$ cat src/design/ps2kbd_pkg.sv
// Shared types and constants of the PS/2 keyboard frame and key decoder.
package ps2kbd_pkg;

    // Event codes on the input channel
    localparam logic CMD_EDGE = 1'b0;
    localparam logic CMD_TICK = 1'b1;

    // Frame and gap limits
    localparam logic [9:0] TIMEOUT_RESET = 10'd250;
    localparam logic [3:0] FRAME_EDGES   = 4'd11;
    localparam logic [3:0] FIRST_DATA    = 4'd1;
    localparam logic [3:0] LAST_DATA     = 4'd8;
    localparam logic [9:0] GAP_MAX       = 10'd1023;

    // Scan codes with a meaning of their own (set 2)
    localparam logic [7:0] CODE_NONE    = 8'h00;
    localparam logic [7:0] CODE_BREAK   = 8'hF0;
    localparam logic [7:0] CODE_EXT     = 8'hE0;
    localparam logic [7:0] CODE_SHIFT_L = 8'h12;
    localparam logic [7:0] CODE_SHIFT_R = 8'h59;
    localparam logic [7:0] CODE_ALTGR   = 8'h11;
    localparam logic [7:0] CODE_CTRL    = 8'h14;

    // Bit positions in the modifier flags
    localparam int MOD_SHIFT_L = 0;
    localparam int MOD_SHIFT_R = 1;
    localparam int MOD_ALTGR   = 2;
    localparam int MOD_CTRL    = 3;

    // Finished byte from the frame receiver
    typedef struct packed {
        logic       valid;
        logic [7:0] data;
    } byte_t;

    // Decoded key event
    typedef struct packed {
        logic       emit;
        logic [9:0] code;
        logic       released;
    } key_t;

endpackage

$ cat src/design/ps2kbd_ifs.sv
// Valid/ready channel interfaces of the PS/2 keyboard decoder.

// Input events: falling clock edge with data bit, or millisecond tick
interface ps2kbd_evt_if;
    logic valid;
    logic ready;
    logic cmd;
    logic data_bit;
    modport source (output valid, output cmd, output data_bit, input ready);
    modport sink   (input valid, input cmd, input data_bit, output ready);
endinterface

// Key events out
interface ps2kbd_key_if;
    logic       valid;
    logic       ready;
    logic [9:0] key_code;
    logic       released;
    modport source (output valid, output key_code, output released, input ready);
    modport sink   (input valid, input key_code, input released, output ready);
endinterface

// Timeout register write channel
interface ps2kbd_cfg_if;
    logic       valid;
    logic       ready;
    logic [9:0] data;
    modport source (output valid, output data, input ready);
    modport sink   (input valid, input data, output ready);
endinterface

$ cat src/design/ps2kbd_decode.sv
// Scan-code decoder: prefix and modifier flags, key code offset.
module ps2kbd_decode #(
    parameter int KEYMAP_SIZE = 136
) (
    input  logic                clk,
    input  logic                rst_n,
    input  logic                step,
    input  ps2kbd_pkg::byte_t   rx_byte,
    output ps2kbd_pkg::key_t    key
);

    localparam logic [9:0] OFS_SHIFT = 10'(KEYMAP_SIZE);
    localparam logic [9:0] OFS_ALTGR = 10'(2 * KEYMAP_SIZE);
    localparam logic [9:0] OFS_CTRL  = 10'(3 * KEYMAP_SIZE);
    localparam logic [8:0] MAP_LIMIT = 9'(KEYMAP_SIZE);

    logic       break_reg, break_next;
    logic       ext_reg, ext_next;
    logic [3:0] mod_reg, mod_next;
    logic [3:0] mod_bit;
    logic [7:0] s;

    assign s = rx_byte.data;

    // Decode one byte and work out the flag updates
    always_comb
    begin
        break_next   = break_reg;
        ext_next     = ext_reg;
        mod_next     = mod_reg;
        mod_bit      = 4'd0;
        key.emit     = 1'b0;
        key.code     = {2'b00, s};
        key.released = break_reg;

        if (s == ps2kbd_pkg::CODE_SHIFT_L)
            mod_bit[ps2kbd_pkg::MOD_SHIFT_L] = 1'b1;
        else if (s == ps2kbd_pkg::CODE_SHIFT_R)
            mod_bit[ps2kbd_pkg::MOD_SHIFT_R] = 1'b1;
        else if (s == ps2kbd_pkg::CODE_ALTGR && ext_reg)
            mod_bit[ps2kbd_pkg::MOD_ALTGR] = 1'b1;
        else if (s == ps2kbd_pkg::CODE_CTRL)
            mod_bit[ps2kbd_pkg::MOD_CTRL] = 1'b1;

        if (rx_byte.valid && s != ps2kbd_pkg::CODE_NONE)
        begin
            if (s == ps2kbd_pkg::CODE_BREAK)
            begin
                break_next = 1'b1;
            end
            else if (s == ps2kbd_pkg::CODE_EXT)
            begin
                ext_next = 1'b1;
            end
            else
            begin
                break_next = 1'b0;
                ext_next   = 1'b0;
                if (mod_bit != 4'd0)
                begin
                    // Modifier: update the flag, emit the raw code
                    mod_next = break_reg ? (mod_reg & ~mod_bit) : (mod_reg | mod_bit);
                    key.emit = 1'b1;
                end
                else if ({1'b0, s} < MAP_LIMIT)
                begin
                    key.emit = 1'b1;
                    if (mod_reg[ps2kbd_pkg::MOD_CTRL])
                        key.code = {2'b00, s} + OFS_CTRL;
                    else if (mod_reg[ps2kbd_pkg::MOD_ALTGR])
                        key.code = {2'b00, s} + OFS_ALTGR;
                    else if (mod_reg[ps2kbd_pkg::MOD_SHIFT_L] ||
                             mod_reg[ps2kbd_pkg::MOD_SHIFT_R])
                        key.code = {2'b00, s} + OFS_SHIFT;
                end
            end
        end
    end

    // Hold the flags until a byte is taken
    always_ff @(posedge clk or negedge rst_n)
    begin
        if (!rst_n)
        begin
            break_reg <= 1'b0;
            ext_reg   <= 1'b0;
            mod_reg   <= 4'd0;
        end
        else if (step)
        begin
            break_reg <= break_next;
            ext_reg   <= ext_next;
            mod_reg   <= mod_next;
        end
    end

endmodule

$ cat src/design/ps2_keyboard_frame_and_key_decoder.sv
// Top level: PS/2 frame receiver, scan-code decoder and key output register.
//
//   channel | dir | payload               | item
//   --------+-----+-----------------------+--------------------------------
//   cfg     | in  | data[9:0]             | timeout_ms write
//   evt     | in  | cmd, data_bit         | clock edge or millisecond tick
//   key     | out | key_code[9:0], released | decoded key event
//
// One event is taken per cycle while evt.ready is high; a key event shows
// on key in the cycle after the eleventh edge of its frame is taken. The
// key output register is the only buffer: evt stalls only while a key item
// waits and key.ready is low. Reset clears frame state, flags and the
// output valid, and loads the timeout with 250. cfg is always ready.
module ps2_keyboard_frame_and_key_decoder #(
    parameter int KEYMAP_SIZE = 136
) (
    input logic               clk,
    input logic               rst_n,
    ps2kbd_cfg_if.sink        cfg,
    ps2kbd_evt_if.sink        evt,
    ps2kbd_key_if.source      key
);

    logic [9:0] timeout_reg;
    logic [3:0] edge_count_reg, edge_count_next;
    logic [7:0] frame_bits_reg, frame_bits_next;
    logic [9:0] gap_reg, gap_next;
    logic       out_valid_reg, out_valid_next;
    logic [9:0] out_code_reg;
    logic       out_released_reg;
    logic       accept;
    logic [3:0] ec;
    logic [3:0] ec_inc;
    logic [7:0] fb;
    ps2kbd_pkg::byte_t rx_byte;
    ps2kbd_pkg::key_t  dec_key;

    assign cfg.ready = 1'b1;
    assign evt.ready = !out_valid_reg || key.ready;
    assign accept    = evt.valid && evt.ready;

    // Write the timeout register
    always_ff @(posedge clk or negedge rst_n)
    begin
        if (!rst_n)
            timeout_reg <= ps2kbd_pkg::TIMEOUT_RESET;
        else if (cfg.valid)
            timeout_reg <= cfg.data;
    end

    // Collect frame bits, track the idle gap
    always_comb
    begin
        edge_count_next = edge_count_reg;
        frame_bits_next = frame_bits_reg;
        gap_next        = gap_reg;
        rx_byte.valid   = 1'b0;
        ec              = edge_count_reg;
        fb              = frame_bits_reg;
        if (gap_reg > timeout_reg)
        begin
            ec = 4'd0;
            fb = 8'd0;
        end
        if (ec >= ps2kbd_pkg::FIRST_DATA && ec <= ps2kbd_pkg::LAST_DATA)
            fb[3'(ec - ps2kbd_pkg::FIRST_DATA)] = evt.data_bit;
        ec_inc       = ec + 4'd1;
        rx_byte.data = fb;

        if (accept)
        begin
            if (evt.cmd == ps2kbd_pkg::CMD_TICK)
            begin
                if (gap_reg < ps2kbd_pkg::GAP_MAX)
                    gap_next = gap_reg + 10'd1;
            end
            else
            begin
                gap_next = 10'd0;
                if (ec_inc >= ps2kbd_pkg::FRAME_EDGES)
                begin
                    rx_byte.valid   = 1'b1;
                    edge_count_next = 4'd0;
                    frame_bits_next = 8'd0;
                end
                else
                begin
                    edge_count_next = ec_inc;
                    frame_bits_next = fb;
                end
            end
        end
    end

    always_ff @(posedge clk or negedge rst_n)
    begin
        if (!rst_n)
        begin
            edge_count_reg <= 4'd0;
            frame_bits_reg <= 8'd0;
            gap_reg        <= 10'd0;
        end
        else
        begin
            edge_count_reg <= edge_count_next;
            frame_bits_reg <= frame_bits_next;
            gap_reg        <= gap_next;
        end
    end

    ps2kbd_decode #(
        .KEYMAP_SIZE (KEYMAP_SIZE)
    ) u_decode (
        .clk     (clk),
        .rst_n   (rst_n),
        .step    (rx_byte.valid),
        .rx_byte (rx_byte),
        .key     (dec_key)
    );

    // Load or drop the output item
    always_comb
    begin
        out_valid_next = out_valid_reg;
        if (accept)
            out_valid_next = rx_byte.valid && dec_key.emit;
        else if (key.ready)
            out_valid_next = 1'b0;
    end

    always_ff @(posedge clk or negedge rst_n)
    begin
        if (!rst_n)
            out_valid_reg <= 1'b0;
        else
            out_valid_reg <= out_valid_next;
    end

    always_ff @(posedge clk)
    begin
        if (accept && rx_byte.valid && dec_key.emit)
        begin
            out_code_reg     <= dec_key.code;
            out_released_reg <= dec_key.released;
        end
    end

    assign key.valid    = out_valid_reg;
    assign key.key_code = out_code_reg;
    assign key.released = out_released_reg;

endmodule
$ cat src/flat_wrapper.sv
// flat-port wrapper written by rule: the top's interface ports become plain ports
module ps2_keyboard_frame_and_key_decoder_flat 
#(
    parameter int KEYMAP_SIZE = 136
)
  (clk, rst_n, cfg_valid, cfg_data, cfg_ready, evt_valid, evt_cmd, evt_data_bit, evt_ready, key_valid, key_key_code, key_released, key_ready);
  ps2kbd_cfg_if cfg_i ();
  ps2kbd_evt_if evt_i ();
  ps2kbd_key_if key_i ();
  input logic clk;
  input logic rst_n;
  input wire logic [$bits(cfg_i.valid)-1:0] cfg_valid;
  input wire logic [$bits(cfg_i.data)-1:0] cfg_data;
  output wire logic [$bits(cfg_i.ready)-1:0] cfg_ready;
  input wire logic [$bits(evt_i.valid)-1:0] evt_valid;
  input wire logic [$bits(evt_i.cmd)-1:0] evt_cmd;
  input wire logic [$bits(evt_i.data_bit)-1:0] evt_data_bit;
  output wire logic [$bits(evt_i.ready)-1:0] evt_ready;
  output wire logic [$bits(key_i.valid)-1:0] key_valid;
  output wire logic [$bits(key_i.key_code)-1:0] key_key_code;
  output wire logic [$bits(key_i.released)-1:0] key_released;
  input wire logic [$bits(key_i.ready)-1:0] key_ready;
  assign cfg_i.valid = cfg_valid;
  assign cfg_i.data = cfg_data;
  assign cfg_ready = cfg_i.ready;
  assign evt_i.valid = evt_valid;
  assign evt_i.cmd = evt_cmd;
  assign evt_i.data_bit = evt_data_bit;
  assign evt_ready = evt_i.ready;
  assign key_valid = key_i.valid;
  assign key_key_code = key_i.key_code;
  assign key_released = key_i.released;
  assign key_i.ready = key_ready;
  ps2_keyboard_frame_and_key_decoder #(.KEYMAP_SIZE(KEYMAP_SIZE)) u_core (.clk(clk), .rst_n(rst_n), .cfg(cfg_i), .evt(evt_i), .key(key_i));
endmodule
$ cat config.mk
export PLATFORM = sky130hd
export DESIGN_NAME = ps2_keyboard_frame_and_key_decoder_flat
export DESIGN_NICKNAME = d
export VERILOG_FILES = /design/src/design/ps2kbd_pkg.sv /design/src/design/ps2kbd_ifs.sv /design/src/design/ps2kbd_decode.sv /design/src/design/ps2_keyboard_frame_and_key_decoder.sv /design/src/flat_wrapper.sv
export SDC_FILE = /design/constraint.sdc
export NUM_CORES = 1
export LEC_CHECK = 0
export ABC_CLOCK_PERIOD_IN_PS = 12200
export BUFFER_PORTS_ARGS = -buffer_cell sky130_fd_sc_hd__clkbuf_2
export CAP_MARGIN = 20
export CORE_AREA = 2 2 81 83
export DETAILED_ROUTE_END_ITERATION = 6
export DIE_AREA = 0 0 83 85
export PLACE_DENSITY = 0.73
export REMOVE_ABC_BUFFERS = 1
export SYNTH_ARGS = -nofsm -noshare
export SYNTH_HDL_FRONTEND = slang
export SYNTH_HIERARCHICAL = 1
export SYNTH_SLANG_ARGS = --single-unit
export TNS_END_PERCENT = 30
$ cat constraint.sdc
create_clock -name clk -period 12.2 [get_ports clk]
set_clock_uncertainty 0.05 [all_clocks]
set_input_delay 0.61 -clock clk [delete_from_list [all_inputs] [get_ports clk]]
set_output_delay 0.61 -clock clk [all_outputs]
set_load 0.1 [all_outputs]
==> results.yml <==
sta:
  setup_viol: 0
  fmax_ghz: 0.184
  hold_viol: 0
  slew-limit-headroom: 0.479
  min_period_ns: 5.44
  fin_crit_sh: 0.446
  worst_slew_pin_slew_ns: 0.779
  tns_ns: 0
  setup_ws_ns: 6.76
  slew_viol_final: 0
  rsz0062_at_grt: "false"
  hold_slack_ns: 0.228
floorplan:
  rows: 29
  ios: 31
  die_h_um: 85
  dieArea_sq_um: 7060
  die_x_um: 83
  initial_core_util: 0.534
  fp.coreArea_sq_um: 6200
cells_and_area:
  syn2layout_area_growth_pct: 6.57
  num-nets-final: 420
  final_cell_area_sq_um: 3530
  finalNonFillerCells: 461
  n_antenna_cell: 0
  final_cell_mix: "37 x nand2_1, 35 x nor2_1, 33 x o21ai_0, 33 x dfrtp_1, 29 x clkbuf_2"
  final_core_util: 0.569
  n_fill_cell: 536
  layout-drive-gt1-share: 0.146
  layout_commonest_cell: "nand2_1"
job:
  max_cap_violations: 0
detailed_routing:
  vias: 2711
  routed_wl_mm: 7.07
  drc_errors: 0
  wl_per_cell_um: 15.3
  drtIter0Drc: 258
  vias_per_cell: 5.88
  antenna_left: 0
  detail_route.first_pass.iterations: 4
logic_synthesis:
  syn-cell-area_sq_um: 3310
  synth.area.top_cells: "dfrtp_1 25%, edfxtp_1 10%, ha_1 7.6%"
  postSynthCellCount: 370
  ys_ff_latch: 50
  synth-main-ff-cell: "dfrtp_1"
  synth_warnings: 6
  yosys.area.top_type: "dfrtp_1"
  syn_avg_cell_area_sq_um: 8.95
  async_reset_ff_frac: 0.780
  synth_edf_count: 11
  yosysSeqAreaShare: 0.397
  yosys.cell_types.count: 64
  synth_top_area_frac: 0.249
run_status:
  status: "complete, no violations"
clocking:
  ctsLongestPathBuffers: 2
  htreeDepth: 2
  numCtsBuffers: 5
  clock-sinks: 50
  cts_resized: 0
  clock_tree.root_cell: "clkbuf_8"
  post-cts-setup-buffers: 0
  cts.clk_slew.worst_paths_ns: 0.09
  ctsHoldBuffers: 0
  cts_tree: "built"
  clk-insertion-delay-late_ns: 0.30
power_and_ir_drop:
  power.leakage_nw: 1.66
  peakVddDrop_mv: 0.0790
  p_total_uw: 547
  power.density_nw_per_um2: 155
setup_path:
  cp-end-kind: "flip-flop"
  critPathArrivalTime_ns: 5.34
  r2r-end: "u_core/key.key_code[1]"
  critical_path.slowest_cell: "dfstp_2"
  r2r_slack_ns: 6.76
  start_kind: "flip-flop"
  r2r_start: "u_core/timeout_reg[3]"
  slowest_delay_ns: 0.52
  reg2regPathDepth: 20
  critPathKind: "reg -> reg"
  crit_start: "u_core/timeout_reg[3]"
  path_cells: "inv_1 -> ha_1 -> a211oi_2 -> nor2_1 -> a2111o_1 -> and2_2 -> nor2_1 -> inv_1 -> ha_1 -> o22ai_1 -> and3_1 -> mux2i_1 -> nor2_1 -> inv_1 -> ha_1 -> nor4b_4 -> nand2_1 -> and3_1 -> nand2_1 -> inv_1"
  crit_path_end: "u_core/key.key_code[1]"
  critPathMaxFanout: 15
  path_common_cell: "inv_1"
  worstPathRequired_ns: 12.10
global_route:
  grt_pass1_vias: 2520
  antenna_found_initial: 0
  grt_max_degree: 40
  grt_use_total: 0.205
  overflow: 0
  grt_pass1_wl_mm: 12.0
hold_path:
  min_path_type: "in -> async"
placement:
  gp_congestion: 0.892
  post-place-cells: 452
  place.port_buffers: 29
  dpl_worst_slack_ns: 6.84
  dpl.hpwl_mm: 5.15
  place_area_sq_um: 3420
[layout make-up]
cell class              count  area [sq um]  share of cell area
clock buffers               7          76.3              0.0216
clock inverters             1          7.51             0.00213
inverters                  27           101              0.0287
multi-input cells         267          1750               0.495
flip-flops and latches     50          1310               0.372
well taps                  77          96.3              0.0273
repair buffers             32           188              0.0532
[worst min-delay path by stage]
stage | to | depth (start not counted) | startpoint
floorplan | u_core/edge_count_reg[0] | 0 | rst_n
global placement | u_core/frame_bits_reg[6] | 1 | u_core/frame_bits_reg[6]
detailed placement | u_core/frame_bits_reg[6] | 1 | u_core/frame_bits_reg[6]
CTS | u_core/gap_reg[8] | 1 | rst_n
global route | u_core/frame_bits_reg[2] | 1 | rst_n
finish | u_core/gap_reg[8] | 1 | rst_n
[synthesized netlist by cell type, types with 9 or more instances]
library cell  number
dfrtp_1           33
inv_1             27
ha_1              20
nand2_1           37
a21oi_1           18
edfxtp_1          11
o21ai_0           33
clkbuf_1          13
nor2_1            35
nand3_1            9
[per-layer routing]
layer	GRT usage	wire length (um)	vias to the layer above
met1	0.290	3350	1280
met5	0	0	-
met4	0.0566	61	0
met2	0.328	3260	86
li1	-	-	1339
met3	0.0350	403	6
[cell families (layout without fill, tap and decap cells)]
family,Yosys count,count (layout),share of synthesized area
simple gates,127,127,0.199
compound gates,101,101,0.201
buf+inv,53,67,0.0759
flops,50,50,0.397
fa+ha+maj,20,20,0.0756
xor+xnor,11,11,0.0291
mux,7,7,0.0215
other cells,1,1,0.00113
[critical path, delay by kind of cell (launching register included)]
kind            cells  cell delay (ns)
simple gates        9             1.97
flops               1             0.52
mux                 1             0.10
buf+inv             4             0.66
fa+ha+maj           3             0.86
compound gates      3             0.90
[power by group]
part,switching [mW],internal (mW)
logic,0.149,0.0931
clock network,0.0530,0.0407
registers,0.0177,0.194
No activity file was read; power rests on OpenSTA's default activity.
